===== src/nca_ram.sv =====
module nca_ram #(
  parameter int WIDTH = 8,
  parameter int DEPTH = 16
) (
  input  logic                     clk,
  input  logic                     we,
  input  logic [$clog2(DEPTH)-1:0] waddr,
  input  logic [WIDTH-1:0]         wdata,
  input  logic                     re,
  input  logic [$clog2(DEPTH)-1:0] raddr,
  output logic [WIDTH-1:0]         rdata
);

  logic [WIDTH-1:0] mem [DEPTH];

  always_ff @(posedge clk) begin
    if (we) begin
      mem[waddr] <= wdata;
    end
    if (re) begin
      rdata <= mem[raddr];
    end
  end

endmodule


===== config.mk =====
export PLATFORM = sky130hd
export DESIGN_NAME = nca_ram
export DESIGN_NICKNAME = d
export VERILOG_FILES = /design/src/nca_ram.sv
export SDC_FILE = /design/constraint.sdc
export NUM_CORES = 1
export LEC_CHECK = 0
export BUFFER_PORTS_ARGS = -buffer_cell sky130_fd_sc_hd__clkbuf_2
export CORE_UTILIZATION = 55
export DETAILED_ROUTE_END_ITERATION = 8
export HOLD_SLACK_MARGIN = 0.03
export PLACE_DENSITY = 0.8
export SYNTH_ARGS = -nofsm -noshare
export SYNTH_HDL_FRONTEND = slang
export SYNTH_SLANG_ARGS = --single-unit

===== constraint.sdc =====
create_clock -name clk -period 2.7 [get_ports clk]
set_clock_uncertainty 0.1 [all_clocks]
set_input_delay 0.135 -clock clk [delete_from_list [all_inputs] [get_ports clk]]
set_output_delay 0.135 -clock clk [all_outputs]
set_load 0.01 [all_outputs]

==> flow_metrics.env <==
export IMPL_outcome="completed"
export IMPL_cts_made_buffers=17
export IMPL_totalPowerFinal_uw=4810
export IMPL_final_hold_violation_count=0
export IMPL_fin_crit_sh=0.789
export IMPL_final_common_cell="edfxtp_1"
export IMPL_end_kind="flip-flop"
export IMPL_grt_pass1_vias=2607
export IMPL_clk_pin_slew_ps=60
export IMPL_path_class="in -> reg"
export IMPL_syn_inst=229
export IMPL_slowest_stage="dlygate4sd3_1"
export IMPL_slew_headroom=0.356
export IMPL_dieArea_mm2=0.00990
export IMPL_drive_above_1_share=0.299
export IMPL_grtUsageTotal=0.216
export IMPL_mostFrequentLayoutCells="edfxtp_1, clkbuf_2, mux4_2, a22oi_1, clkbuf_16"
export IMPL_postCtsSetupBuffers=0
export IMPL_crit_arrival_ps=2250
export IMPL_htreeDepth=4
export IMPL_hold_buffers=11
export IMPL_crit_top_cell="dlygate4sd3_1"
export IMPL_route_detailed_drc=0
export IMPL_synth_fp_nets=248
export IMPL_yosysTopAreaCellShare=0.781
export IMPL_synth_distinct_cells=18
export IMPL_p_clk_frac=0.457
export IMPL_vias=2465
export IMPL_rows=35
export IMPL_setup_viol=0
export IMPL_crit_chain="dlygate4sd3_1, clkbuf_2, or3b_2, dlygate4sd3_1, nor2_1, buf_4"
export IMPL_worstPathMaxFanout=7
export IMPL_gp_congestion=0.779
export IMPL_syn_area_mm2=0.00523
export IMPL_antenna_found_initial=0
export IMPL_ctsResizeCount=0
export IMPL_synth_top_cells_by_area="edfxtp_1, mux4_2, mux4_1"
export IMPL_grt_overflow_total=0
export IMPL_synth_area_leader_cell="edfxtp_1"
export IMPL_drt_iter0_drc=204
export IMPL_busiest_layer="met2"
export IMPL_internal_power_uw=3870
export IMPL_fillers=576
export IMPL_postRouteWirelength_um=9420
export IMPL_fin_setup_tns_ps=0
export IMPL_boundaryPins=27
export IMPL_final_max_slew_violation_count=0
export IMPL_start_util=0.566
export IMPL_worst_slew_pin_slew_ps=962
export IMPL_drv_cap=0
export IMPL_wire_per_inst_um=21.9
export IMPL_combPwrFrac=0.046
export IMPL_die_w_um=99.5
export IMPL_min_period_ps=2130
export IMPL_fin_ws_ps=570
export IMPL_syn_to_final_growth_pct=19.1
export IMPL_hold_ws_ps=66.4
export IMPL_fmax_mhz=469
export IMPL_crit_required_ps=2820
export IMPL_ant_nets=0
export IMPL_multi_input_area_mm2=0.00106
export IMPL_grt_setup_unrepaired="no"
export IMPL_port_buffers=26
export IMPL_ir_drop_mv=0.420
export IMPL_seq_area_mm2=0.00408
export IMPL_swShare=0.197
export IMPL_max_stage_delay_ps=610
export IMPL_min_path_type="in -> reg"
export IMPL_die_h_um=99.5
export IMPL_power_density_mw_per_mm2=773
export IMPL_syn_area_per_cell_um2=22.8
export IMPL_numClockSinks=136
export IMPL_p_sw_uw=946
export IMPL_seqPwrFrac=0.497
export IMPL_ys_seq_area_frac=0.781
export IMPL_use_met1=0.291
export IMPL_use_met2=0.338
export IMPL_clk_latency_ps=510
export IMPL_power_leakage_uw=0.00211
export IMPL_cts_root_buf="clkbuf_8"
export IMPL_cts_tree="built"
export IMPL_num_antenna_cells=0
export IMPL_place_ws_ps=770
export IMPL_hpwl_um=6070
export IMPL_cts_buffer_depth=2
export IMPL_startpoint_type="input pin"
export IMPL_ys_warn_count=0
export IMPL_coreArea_mm2=0.00924
export IMPL_viasPerCell=5.73
export IMPL_ys_ff_latch=136
export IMPL_grt_max_degree=21
export IMPL_grt_util_met3=0.0520
export IMPL_drt_pass1_iter_count=4
export IMPL_nets=309
export IMPL_grt_pass1_wl_um=14700
==> worst paths after layout <==
check,from,endpoint,slack (ps),cells after the start
hold / removal,waddr[2],mem[1][1],70,3
setup reg to reg,mem[1][3],rdata[3],1040,3
setup / recovery,waddr[3],mem[3][2],570,6
hold reg to reg,mem[12][2],rdata[2],640,3
==> state kept, by name, indices dropped and copies added (netlist names) <==
name / count
mem: 128
rdata: 8
==> cell type report <==
class,instances,area share
repair buffers,52,0.0567
well taps,129,0.0259
clock inverters,13,0.0253
clock buffers,17,0.0665
flip-flops and latches,136,0.656
multi-input cells,83,0.170
==> power groups by stage <==
stage                     combinational, uW  clock, uW  sequential [uW]
after floorplan                         120          0             2440
after global placement                  205          0             2430
after detailed placement                211          0             2440
after CTS                               226       2220             2390
after global routing                    243       2310             2400
final                                   222       2200             2390
==> routing by layer <==
layer / share of wire / vias up
met3: 0.052 / 5
met5: 0 / -
met4: 0.0087 / 0
li1: - / 1108
met1: 0.43 / 1258
met2: 0.51 / 94
==> metrics by stage <==
stage          utilization  instances  area [um^2]
4_1_cts              0.674        430         6230
6_report             0.674        430         6230
2_1_floorplan            -        229         5230
3_3_place_gp         0.600        389         5550
3_5_place_dp         0.600        389         5550
5_1_grt              0.674        430         6230
==> cells by family after synthesis <==
group / share of synthesized area
AOI/OAI and AO/OA: 0.0230
buffers and inverters: 0.0165
DFF: 0.781
muxes: 0.148
and+or+nand+nor: 0.0314
==> Yosys cell counts (all sizes together) <==
master         instances
mux4                  32
and2                   1
or3b                   1
nand3                  1
a22oi                 16
nand3b                 2
buf                    7
nor2b                  1
edfxtp               136
clkdlybuf4s25          3
nand2                  9
nor2                  13
and2b                  1
nor3                   4
nand2b                 2
==> critical path, delay by kind of cell <==
kind / cells / cell delay (ps)
buffers and inverters: 4 / 1480
AND/OR/NAND/NOR: 2 / 640
No activity file was read; power rests on OpenSTA's default activity.
