### src/nca_pkg.sv
package nca_pkg;

  localparam int MAX_LOG_N = 12;
  localparam int DEPTH     = 1 << MAX_LOG_N;
  localparam int ADDR_W    = MAX_LOG_N;
  localparam int LOG_W     = $clog2(MAX_LOG_N + 1);
  localparam int VAL_W     = 63;
  localparam int GAL_W     = 13;
  localparam int SIZE_W    = 4;
  localparam int IDX_W     = 12;
  localparam int PROD_W    = ADDR_W + GAL_W;
  localparam int CFG_IDX_W = 2;

  localparam logic [GAL_W-1:0]  GALOIS_RESET  = GAL_W'(1);
  localparam logic [SIZE_W-1:0] LOG_RESET     = SIZE_W'(12);
  localparam logic [VAL_W-1:0]  MODULUS_RESET = {VAL_W{1'b1}};

  typedef enum logic [CFG_IDX_W-1:0] {
    CFG_GALOIS_INDEX,
    CFG_LOG_SIZE,
    CFG_MODULUS
  } cfg_reg_t;

  typedef enum logic {
    REQ_WRITE,
    REQ_READ
  } req_kind_t;

  typedef struct packed {
    logic [GAL_W-1:0]  galois_index;
    logic [LOG_W-1:0]  log_eff;
    logic [ADDR_W-1:0] nmask;
    logic [VAL_W-1:0]  modulus;
  } cfg_t;

  typedef struct packed {
    logic              en;
    logic [ADDR_W-1:0] addr;
    logic [VAL_W-1:0]  data;
  } wr_port_t;

  function automatic logic [ADDR_W-1:0] size_mask(input logic [LOG_W-1:0] lg);
    logic [ADDR_W-1:0] m;
    for (int i = 0; i < ADDR_W; i++) begin
      m[i] = (i < int'(lg));
    end
    return m;
  endfunction

endpackage

### src/nca_wr_map.sv
module nca_wr_map (
  input  logic                      clk,
  input  logic                      rst,
  input  logic                      wr_fire,
  input  logic [nca_pkg::VAL_W-1:0] coeff_value,
  input  nca_pkg::cfg_t             cfg,
  output nca_pkg::wr_port_t         wr
);

  logic [nca_pkg::ADDR_W-1:0] wr_pos;
  logic [nca_pkg::ADDR_W-1:0] wr_pos_next;
  logic [nca_pkg::ADDR_W-1:0] pos;
  logic [nca_pkg::PROD_W-1:0] prod;
  logic [nca_pkg::ADDR_W:0]   neg_bits;
  logic [nca_pkg::ADDR_W-1:0] dest_next;
  logic                       neg_next;

  logic                       s1_valid;
  logic [nca_pkg::ADDR_W-1:0] dest;
  logic                       neg;
  logic [nca_pkg::VAL_W-1:0]  value;

  // position times exponent, low bits give the slot, bit log_n the sign
  always_comb begin
    pos         = wr_pos & cfg.nmask;
    prod        = nca_pkg::PROD_W'(pos) * nca_pkg::PROD_W'(cfg.galois_index);
    neg_bits    = prod[nca_pkg::ADDR_W:0];
    dest_next   = prod[nca_pkg::ADDR_W-1:0] & cfg.nmask;
    neg_next    = neg_bits[cfg.log_eff];
    wr_pos_next = (pos + nca_pkg::ADDR_W'(1)) & cfg.nmask;
  end

  always_ff @(posedge clk) begin
    if (rst) begin
      s1_valid <= 1'b0;
      wr_pos   <= '0;
    end else begin
      s1_valid <= wr_fire;
      if (wr_fire) begin
        wr_pos <= wr_pos_next;
      end
    end
  end

  always_ff @(posedge clk) begin
    if (wr_fire) begin
      dest  <= dest_next;
      neg   <= neg_next;
      value <= coeff_value;
    end
  end

  always_comb begin
    wr.en   = s1_valid;
    wr.addr = dest;
    if (neg && (value != '0)) begin
      wr.data = cfg.modulus - value;
    end else begin
      wr.data = value;
    end
  end

endmodule

### config.mk
export PLATFORM = sky130hd
export DESIGN_NAME = nca_wr_map
export DESIGN_NICKNAME = d
export VERILOG_FILES = /design/src/nca_pkg.sv /design/src/nca_wr_map.sv
export SDC_FILE = /design/constraint.sdc
export NUM_CORES = 1
export LEC_CHECK = 0
export BUFFER_PORTS_ARGS = -buffer_cell sky130_fd_sc_hd__buf_2
export CORE_MARGIN = 1
export CORE_UTILIZATION = 40
export CTS_CLUSTER_DIAMETER = 30
export DETAILED_ROUTE_END_ITERATION = 7
export GPL_TIMING_DRIVEN = 0
export PLACE_DENSITY = 0.74
export SLEW_MARGIN = 15
export SYNTH_ARGS = -nofsm -noshare
export SYNTH_HDL_FRONTEND = slang
export SYNTH_SLANG_ARGS = --single-unit
### constraint.sdc
create_clock -name clk -period 12.44 [get_ports clk]
set_input_delay 1.866 -clock clk [delete_from_list [all_inputs] [get_ports clk]]
set_output_delay 1.866 -clock clk [all_outputs]
set_load 0.02 [all_outputs]
==> flow_summary.yaml, run 1 <==
power:
  power.share.switching_pct: 38.5
  cellLeakagePower_nw: 5.66
  power_density_nw_per_um2: 91.0
  share_seq_of_total_power_pct: 32.8
  p_switching_mw: 0.424
  intPower_mw: 0.677
  power.clock.fraction_pct: 27.0
  power_frac_comb_pct: 40.2
  peakVddDrop_uv: 80.8
clocking:
  clock_insertion_delay_worst_skew_ns: 0.36
  tritoncts.num_buffers: 9
  post_cts_hold_buffer_count: 0
  cts_tree: "yes"
  worst_setup_hold_path_clk_slew_ns: 0.08
  cts_max_level: 3
  cts.repair.resized: 0
  clock_path_buffers: 2
  cts_root_buffer: "clkbuf_16"
  cts.repair_timing.setup_buffer_count: 0
  number_of_sinks_driven_by_the_clock_tree: 89
worst_hold_path:
  worst_hold_path_type: "reg -> reg"
final_layout:
  final_nets: 1755
  final_layout_size_suffix_gt1_share_pct: 20.5
  most_common_cell_after_layout_fill_and_taps_aside: "buf_2"
  area_delta_synth_final_pct: 18.7
  final_cell_mix: "buf_2, nand2_1, inv_1"
sta:
  maxSlewHeadroom_pct: 47.2
  fin_tns_setup_ns: 0
  finalSetupViolations: 0
  max_clock_freq_ghz: 0.144
  grt_setup_unrepaired: "false"
  finalWorstSetupSlack_ns: 5.50
  timing.final.crit_share_pct: 55.8
  number_of_slew_limit_violations_in_the_final_report: 0
  clock_skew_ns: 0.0131
  timing_worst_slew_pin_value_ns: 0.785
  period_needed_ns: 6.94
  timing_hold_violations_final: 0
placed_design:
  final_estimated_routing_congestion_in_global_placement: 0.943
  placement.io_buffers: 228
  dpl_worst_slack_ns: 5.47
  dpl.hpwl_um: 25700
synth:
  syn_area_um2: 10200
  synth_compound_area_share_pct: 18.5
  post_synth_mux_area_share_pct: 0.896
  yosys.area_share.simple_pct: 19.0
  yosysUniqueCellTypes: 84
  synth_area_leaders: "edfxtp_1, ha_1, fa_1"
  flip_flop_and_latch_count_after_synthesis: 89
  synthFlopType: "edfxtp_1"
  synth-edff-count: 76
  yosysTopAreaCell: "edfxtp_1"
  mean_area_per_synthesized_cell_um2: 8.40
  async_reset_ff_share_pct: 0
  synth-xor-area-share_pct: 7.73
  syn-num-nets: 1515
  synth_top_cell_area_share_pct: 22.4
  yosys_warnings: 0
  postSynthCellCount: 1214
  main_combinational_cell_family_by_area_after_synthesis: "adder cells"
  synthAdderAreaFrac_pct: 21.2
  synth_sequential_area_ratio_pct: 24.9
setup_path:
  worst_setup_path_end_kind: "primary output"
  worst-endpoint-arrival_ns: 5.08
  critical_path.max_fanout: 6
  required_ns: 10.57
  critPathKind: "in -> out"
  setup.worst_path.start_class: "input port"
outcome:
  status: "completed"
job:
  max_cap_violations: 0
global_routing:
  grt_start_max_net_pins: 44
  groute.usage.overall_pct: 24.0
  first_global_vias: 9435
  antenna_found_initial: 7
  first_pass_grt_wire_length_um: 48900
  grt-ovfl-total: 0
detailed_routing:
  vias: 9739
  drt_pass1_iterations: 8
  vias_per_cell: 5.43
  ant_nets: 0
  post_detailed_route_drc_marker_count: 0
  postRouteWirelength_um: 31500
  post_drt_wl_per_cell_um: 17.5
  drt_first_iter_violations: 837
die:
  chipWidth_um: 162
  site_rows: 58
  die-height_um: 162
  design.die.area_um2: 26100
  floorplan.core_area_um2: 25100
  initial_core_util_pct: 40.6
  ios: 234
worst max-delay path, stage by stage:
cell and delay, ns:
buf_2 0.10, inv_1 0.04, ha_1 0.21, fa_1 0.42
nor2b_1 0.18, o2111ai_1 0.16, a21oi_1 0.25, a21o_1 0.32
a41oi_2 0.17, nand2_2 0.17, a311oi_2 0.19, o211a_1 0.29
a211oi_1 0.36, xnor2_1 0.16, buf_2 0.18
per-layer routing:
| layer | global-route usage [%] | part of all wire [%] |
|---|---|---|
| met3 | 4.08 | 7.3 |
| met2 | 42.4 | 49 |
| met4 | 9.95 | 3.8 |
| met1 | 28.8 | 40 |
| met5 | 0 | 0.12 |
stage by stage:
stage | cell area [um^2] | hold slack, ns | cells | utilization, % | power, mW
floorplan | 10200 | 0.479 | 1214 | - | 0.660
global placement | 11700 | 0.510 | 1772 | 46.8 | 0.799
detailed placement | 11800 | 0.518 | 1773 | 46.9 | 0.805
CTS | 12100 | 0.529 | 1789 | 48.1 | 1.11
global route | 12100 | 0.585 | 1791 | 48.2 | 1.16
finish | 12100 | 0.532 | 1794 | 48.2 | 1.10
power by group through the flow:
| stage | clock [mW] | sequential [mW] | combinational, mW |
|---|---|---|---|
| 6_report | 0.297 | 0.361 | 0.443 |
| 5_1_grt | 0.313 | 0.363 | 0.484 |
| 4_1_cts | 0.305 | 0.361 | 0.440 |
| 3_5_place_dp | 0 | 0.368 | 0.438 |
| 3_3_place_gp | 0 | 0.368 | 0.432 |
| 2_1_floorplan | 0 | 0.364 | 0.296 |
cell type report:
class	count	area (um^2)
buffer	45	210
multi-input combinational	927	6870
clock buffer	11	275
inverter	153	574
sequential	89	2540
tap	330	413
clock inverter	5	40.0
antenna	5	12.5
fill	2474	13000
timing repair buffer	229	1160
cells in the mapped netlist, types with 17 or more instances:
library cell    n
nand3_1        33
and3_1         27
nor2b_1        17
xor2_1         35
clkbuf_1       29
ha_1           93
o21ai_0       103
and2_1         21
inv_1         153
edfxtp_1       76
xnor2_1        55
a21o_1         27
a21oi_1        77
nor4_1         18
nand4_1        18
nor2_1         34
fa_1           50
nand2_1       164
nor3_1         17
kinds of logic after synthesis:
family | count (synthesis)
AO/OA/AOI/OAI | 297
XOR/XNOR | 90
flip-flops | 89
adder cells (fa/ha/maj) | 143
multiplexers | 6
buffers and inverters | 198
AND/OR/NAND/NOR | 391
sequential cells by signal, summed over array words and instances (netlist names):
register,flops
value,63
wr_pos,12
dest,12
s1_valid,1
neg,1
path summary, 6_finish.rpt:
| kind | startpoint | cells after the start | end | slack (ns) |
|---|---|---|---|---|
| worst max-delay path | cfg[0] | 15 | wr[62] | 5.50 |
| worst min-delay path | wr_pos[1] | 2 | wr_pos[1] | 0.53 |
| worst max register to register | wr_pos[5] | 20 | neg | 7.00 |
| worst min register to register | wr_pos[1] | 2 | wr_pos[1] | 0.53 |
Power figures use the tool's default switching activity.
==> run 2: changes to the inputs <==
- PLACE_DENSITY: 0.74 -> 0.77
- clock period: 12.44 -> 5.6 ns (I/O delays scaled with it)
==> run 2 against run 1 <==
Final area decreased by 0.10%. Critical path depth increased by 2. Sequential cell count unchanged. Largest cell class unchanged.
==> flow_summary.yaml, run 2 (synthesized netlist as in run 1, its figures left out) <==
outcome:
  status: "completed"
detailed_routing:
  post_detailed_route_drc_marker_count: 0
  post_drt_wl_per_cell_um: 17.7
  drt_first_iter_violations: 772
  drt_pass1_iterations: 7
  vias_per_cell: 5.46
  ant_nets: 0
  postRouteWirelength_um: 31600
  vias: 9760
global_routing:
  groute.usage.overall_pct: 24.4
  grt-ovfl-total: 0
  first_pass_grt_wire_length_um: 49900
  antenna_found_initial: 4
  first_global_vias: 9655
  grt_start_max_net_pins: 45
setup_path:
  worstPathCellList: "buf_2 > and2_2 > nand2_1 > fa_1 > fa_1 > fa_1 > fa_1 > fa_1 > inv_1 > ha_1 > or3_1 > o21ai_0 > a21oi_1 > xnor2_1 > nor3b_1 > o22ai_1 > o21ai_1"
  worst_setup_path_end_kind: "flop"
  cp_common_cell: "fa_1"
  critPathKind: "in -> reg"
  critical_path.max_fanout: 8
  setup.worst_path.start_class: "input port"
  cpPeakStageDelay_ns: 0.56
  required_ns: 5.77
  worst-endpoint-arrival_ns: 5.53
  critPathSlowestCell: "fa_1"
clocking:
  cts_max_level: 3
  worst_setup_hold_path_clk_slew_ns: 0.08
  cts_root_buffer: "clkbuf_16"
  clock_insertion_delay_worst_skew_ns: 0.36
  cts_tree: "yes"
  clock_path_buffers: 2
  number_of_sinks_driven_by_the_clock_tree: 89
  post_cts_hold_buffer_count: 0
  tritoncts.num_buffers: 9
power:
  power_frac_comb_pct: 40.5
  share_seq_of_total_power_pct: 33.1
  intPower_mw: 1.49
  p_switching_mw: 0.939
  power.share.switching_pct: 38.6
  cellLeakagePower_nw: 5.69
  peakVddDrop_uv: 125
  post-layout-total-power_mw: 2.43
  power.clock.fraction_pct: 26.4
  power_density_nw_per_um2: 201
die:
  floorplan.core_area_um2: 25100
  chipWidth_um: 162
  die-height_um: 162
  site_rows: 58
  design.die.area_um2: 26100
  ios: 234
  initial_core_util_pct: 40.6
final_layout:
  largest_registers: "value: 63 flops, dest: 12 flops, wr_pos: 12 flops"
  fill_cells: 2452
  area_delta_synth_final_pct: 18.6
  most_common_cell_after_layout_fill_and_taps_aside: "buf_2"
  final_cell_mix: "buf_2, nand2_1, inv_1"
  largest_register_ffs: 63
  regMostFlops: "value"
  final_nets: 1750
  final_layout_size_suffix_gt1_share_pct: 21.5
placed_design:
  final_estimated_routing_congestion_in_global_placement: 0.935
  dpl.hpwl_um: 26100
  placement.io_buffers: 228
job:
  max_cap_violations: 0
sta:
  max_clock_freq_ghz: 0.187
  clock_skew_ns: 0.0142
  timing.final.crit_share_pct: 95.7
  grt_setup_unrepaired: "false"
  finalSetupViolations: 0
  maxSlewHeadroom_pct: 45.8
  period_needed_ns: 5.36
  number_of_slew_limit_violations_in_the_final_report: 0
  timing_worst_slew_pin_value_ns: 0.803
  fin_tns_setup_ns: 0
  timing_hold_violations_final: 0
worst_hold_path:
  worst_hold_path_type: "reg -> reg"
## run 2: final cells by class
type                       instances  area, um^2  share of cell area [%]
multi-input combinational        927        6890                    57.0
sequential                        89        2540                    21.0
timing repair buffer             230        1170                    9.69
inverter                         153         574                    4.75
tap                              330         413                    3.42
clock buffer                      10         229                    1.89
buffer                            39         196                    1.63
clock inverter                     6        66.3                   0.549
antenna                            3        7.51                  0.0621
## run 2: worst max-delay path: cells and delay by family
| kind | cells | cell delay [ns] |
|---|---|---|
| and+or+nand+nor | 4 | 0.93 |
| AOI/OAI and AO/OA | 4 | 0.50 |
| buffers and inverters | 2 | 0.18 |
| adders and majority gates | 6 | 2.93 |
| xor gates and xnor gates | 1 | 0.15 |
## run 2: worst paths after layout
path / slack (ns) / end / start / cells past startpoint
worst max register to register: 0.44 / neg / wr_pos[5] / 16
worst min-delay path: 0.54 / wr_pos[0] / wr_pos[0] / 2
worst min register to register: 0.54 / wr_pos[0] / wr_pos[0] / 2
worst max-delay path: 0.24 / neg / cfg[66] / 17
## run 2: repair_timing
item	in CTS	in global routing
endpoints found under the hold margin	0	0
setup endpoints to repair	1	1
gates resized for setup	3	24
buffers inserted	0	1
gates cloned	0	0
pin swaps	0	1
## run 2: power by group through the flow
| stage | registers [mW] | logic, mW | clock network, mW |
|---|---|---|---|
| final | 0.804 | 0.986 | 0.642 |
| after global routing | 0.809 | 1.08 | 0.679 |
| after CTS | 0.804 | 0.979 | 0.657 |
| after detailed placement | 0.819 | 0.973 | 0 |
| after global placement | 0.820 | 0.962 | 0 |
| after floorplan | 0.809 | 0.657 | 0 |
## run 2: per-stage QoR
| stage | hold slack (ns) | area [um^2] | util [%] | std cells | setup WS [ns] |
|---|---|---|---|---|---|
| after detailed placement | 0.524 | 11800 | 46.9 | 1773 | -0.547 |
| after global routing | 0.571 | 12100 | 48.1 | 1786 | 0.0183 |
| after CTS | 0.535 | 12100 | 48.0 | 1783 | 0.0187 |
| after global placement | 0.517 | 11700 | 46.8 | 1772 | -0.440 |
| after floorplan | 0.479 | 10200 | - | 1214 | 0.339 |
| final | 0.537 | 12100 | 48.1 | 1787 | 0.243 |
## run 2: routing by layer
metal	track usage [%]	vias to the layer above	share of wire [%]
met5	0	-	0.028
met3	4.16	52	6.6
li1	-	4692	-
met4	8.36	2	2.6
met2	43.6	366	50
met1	29.3	4648	41
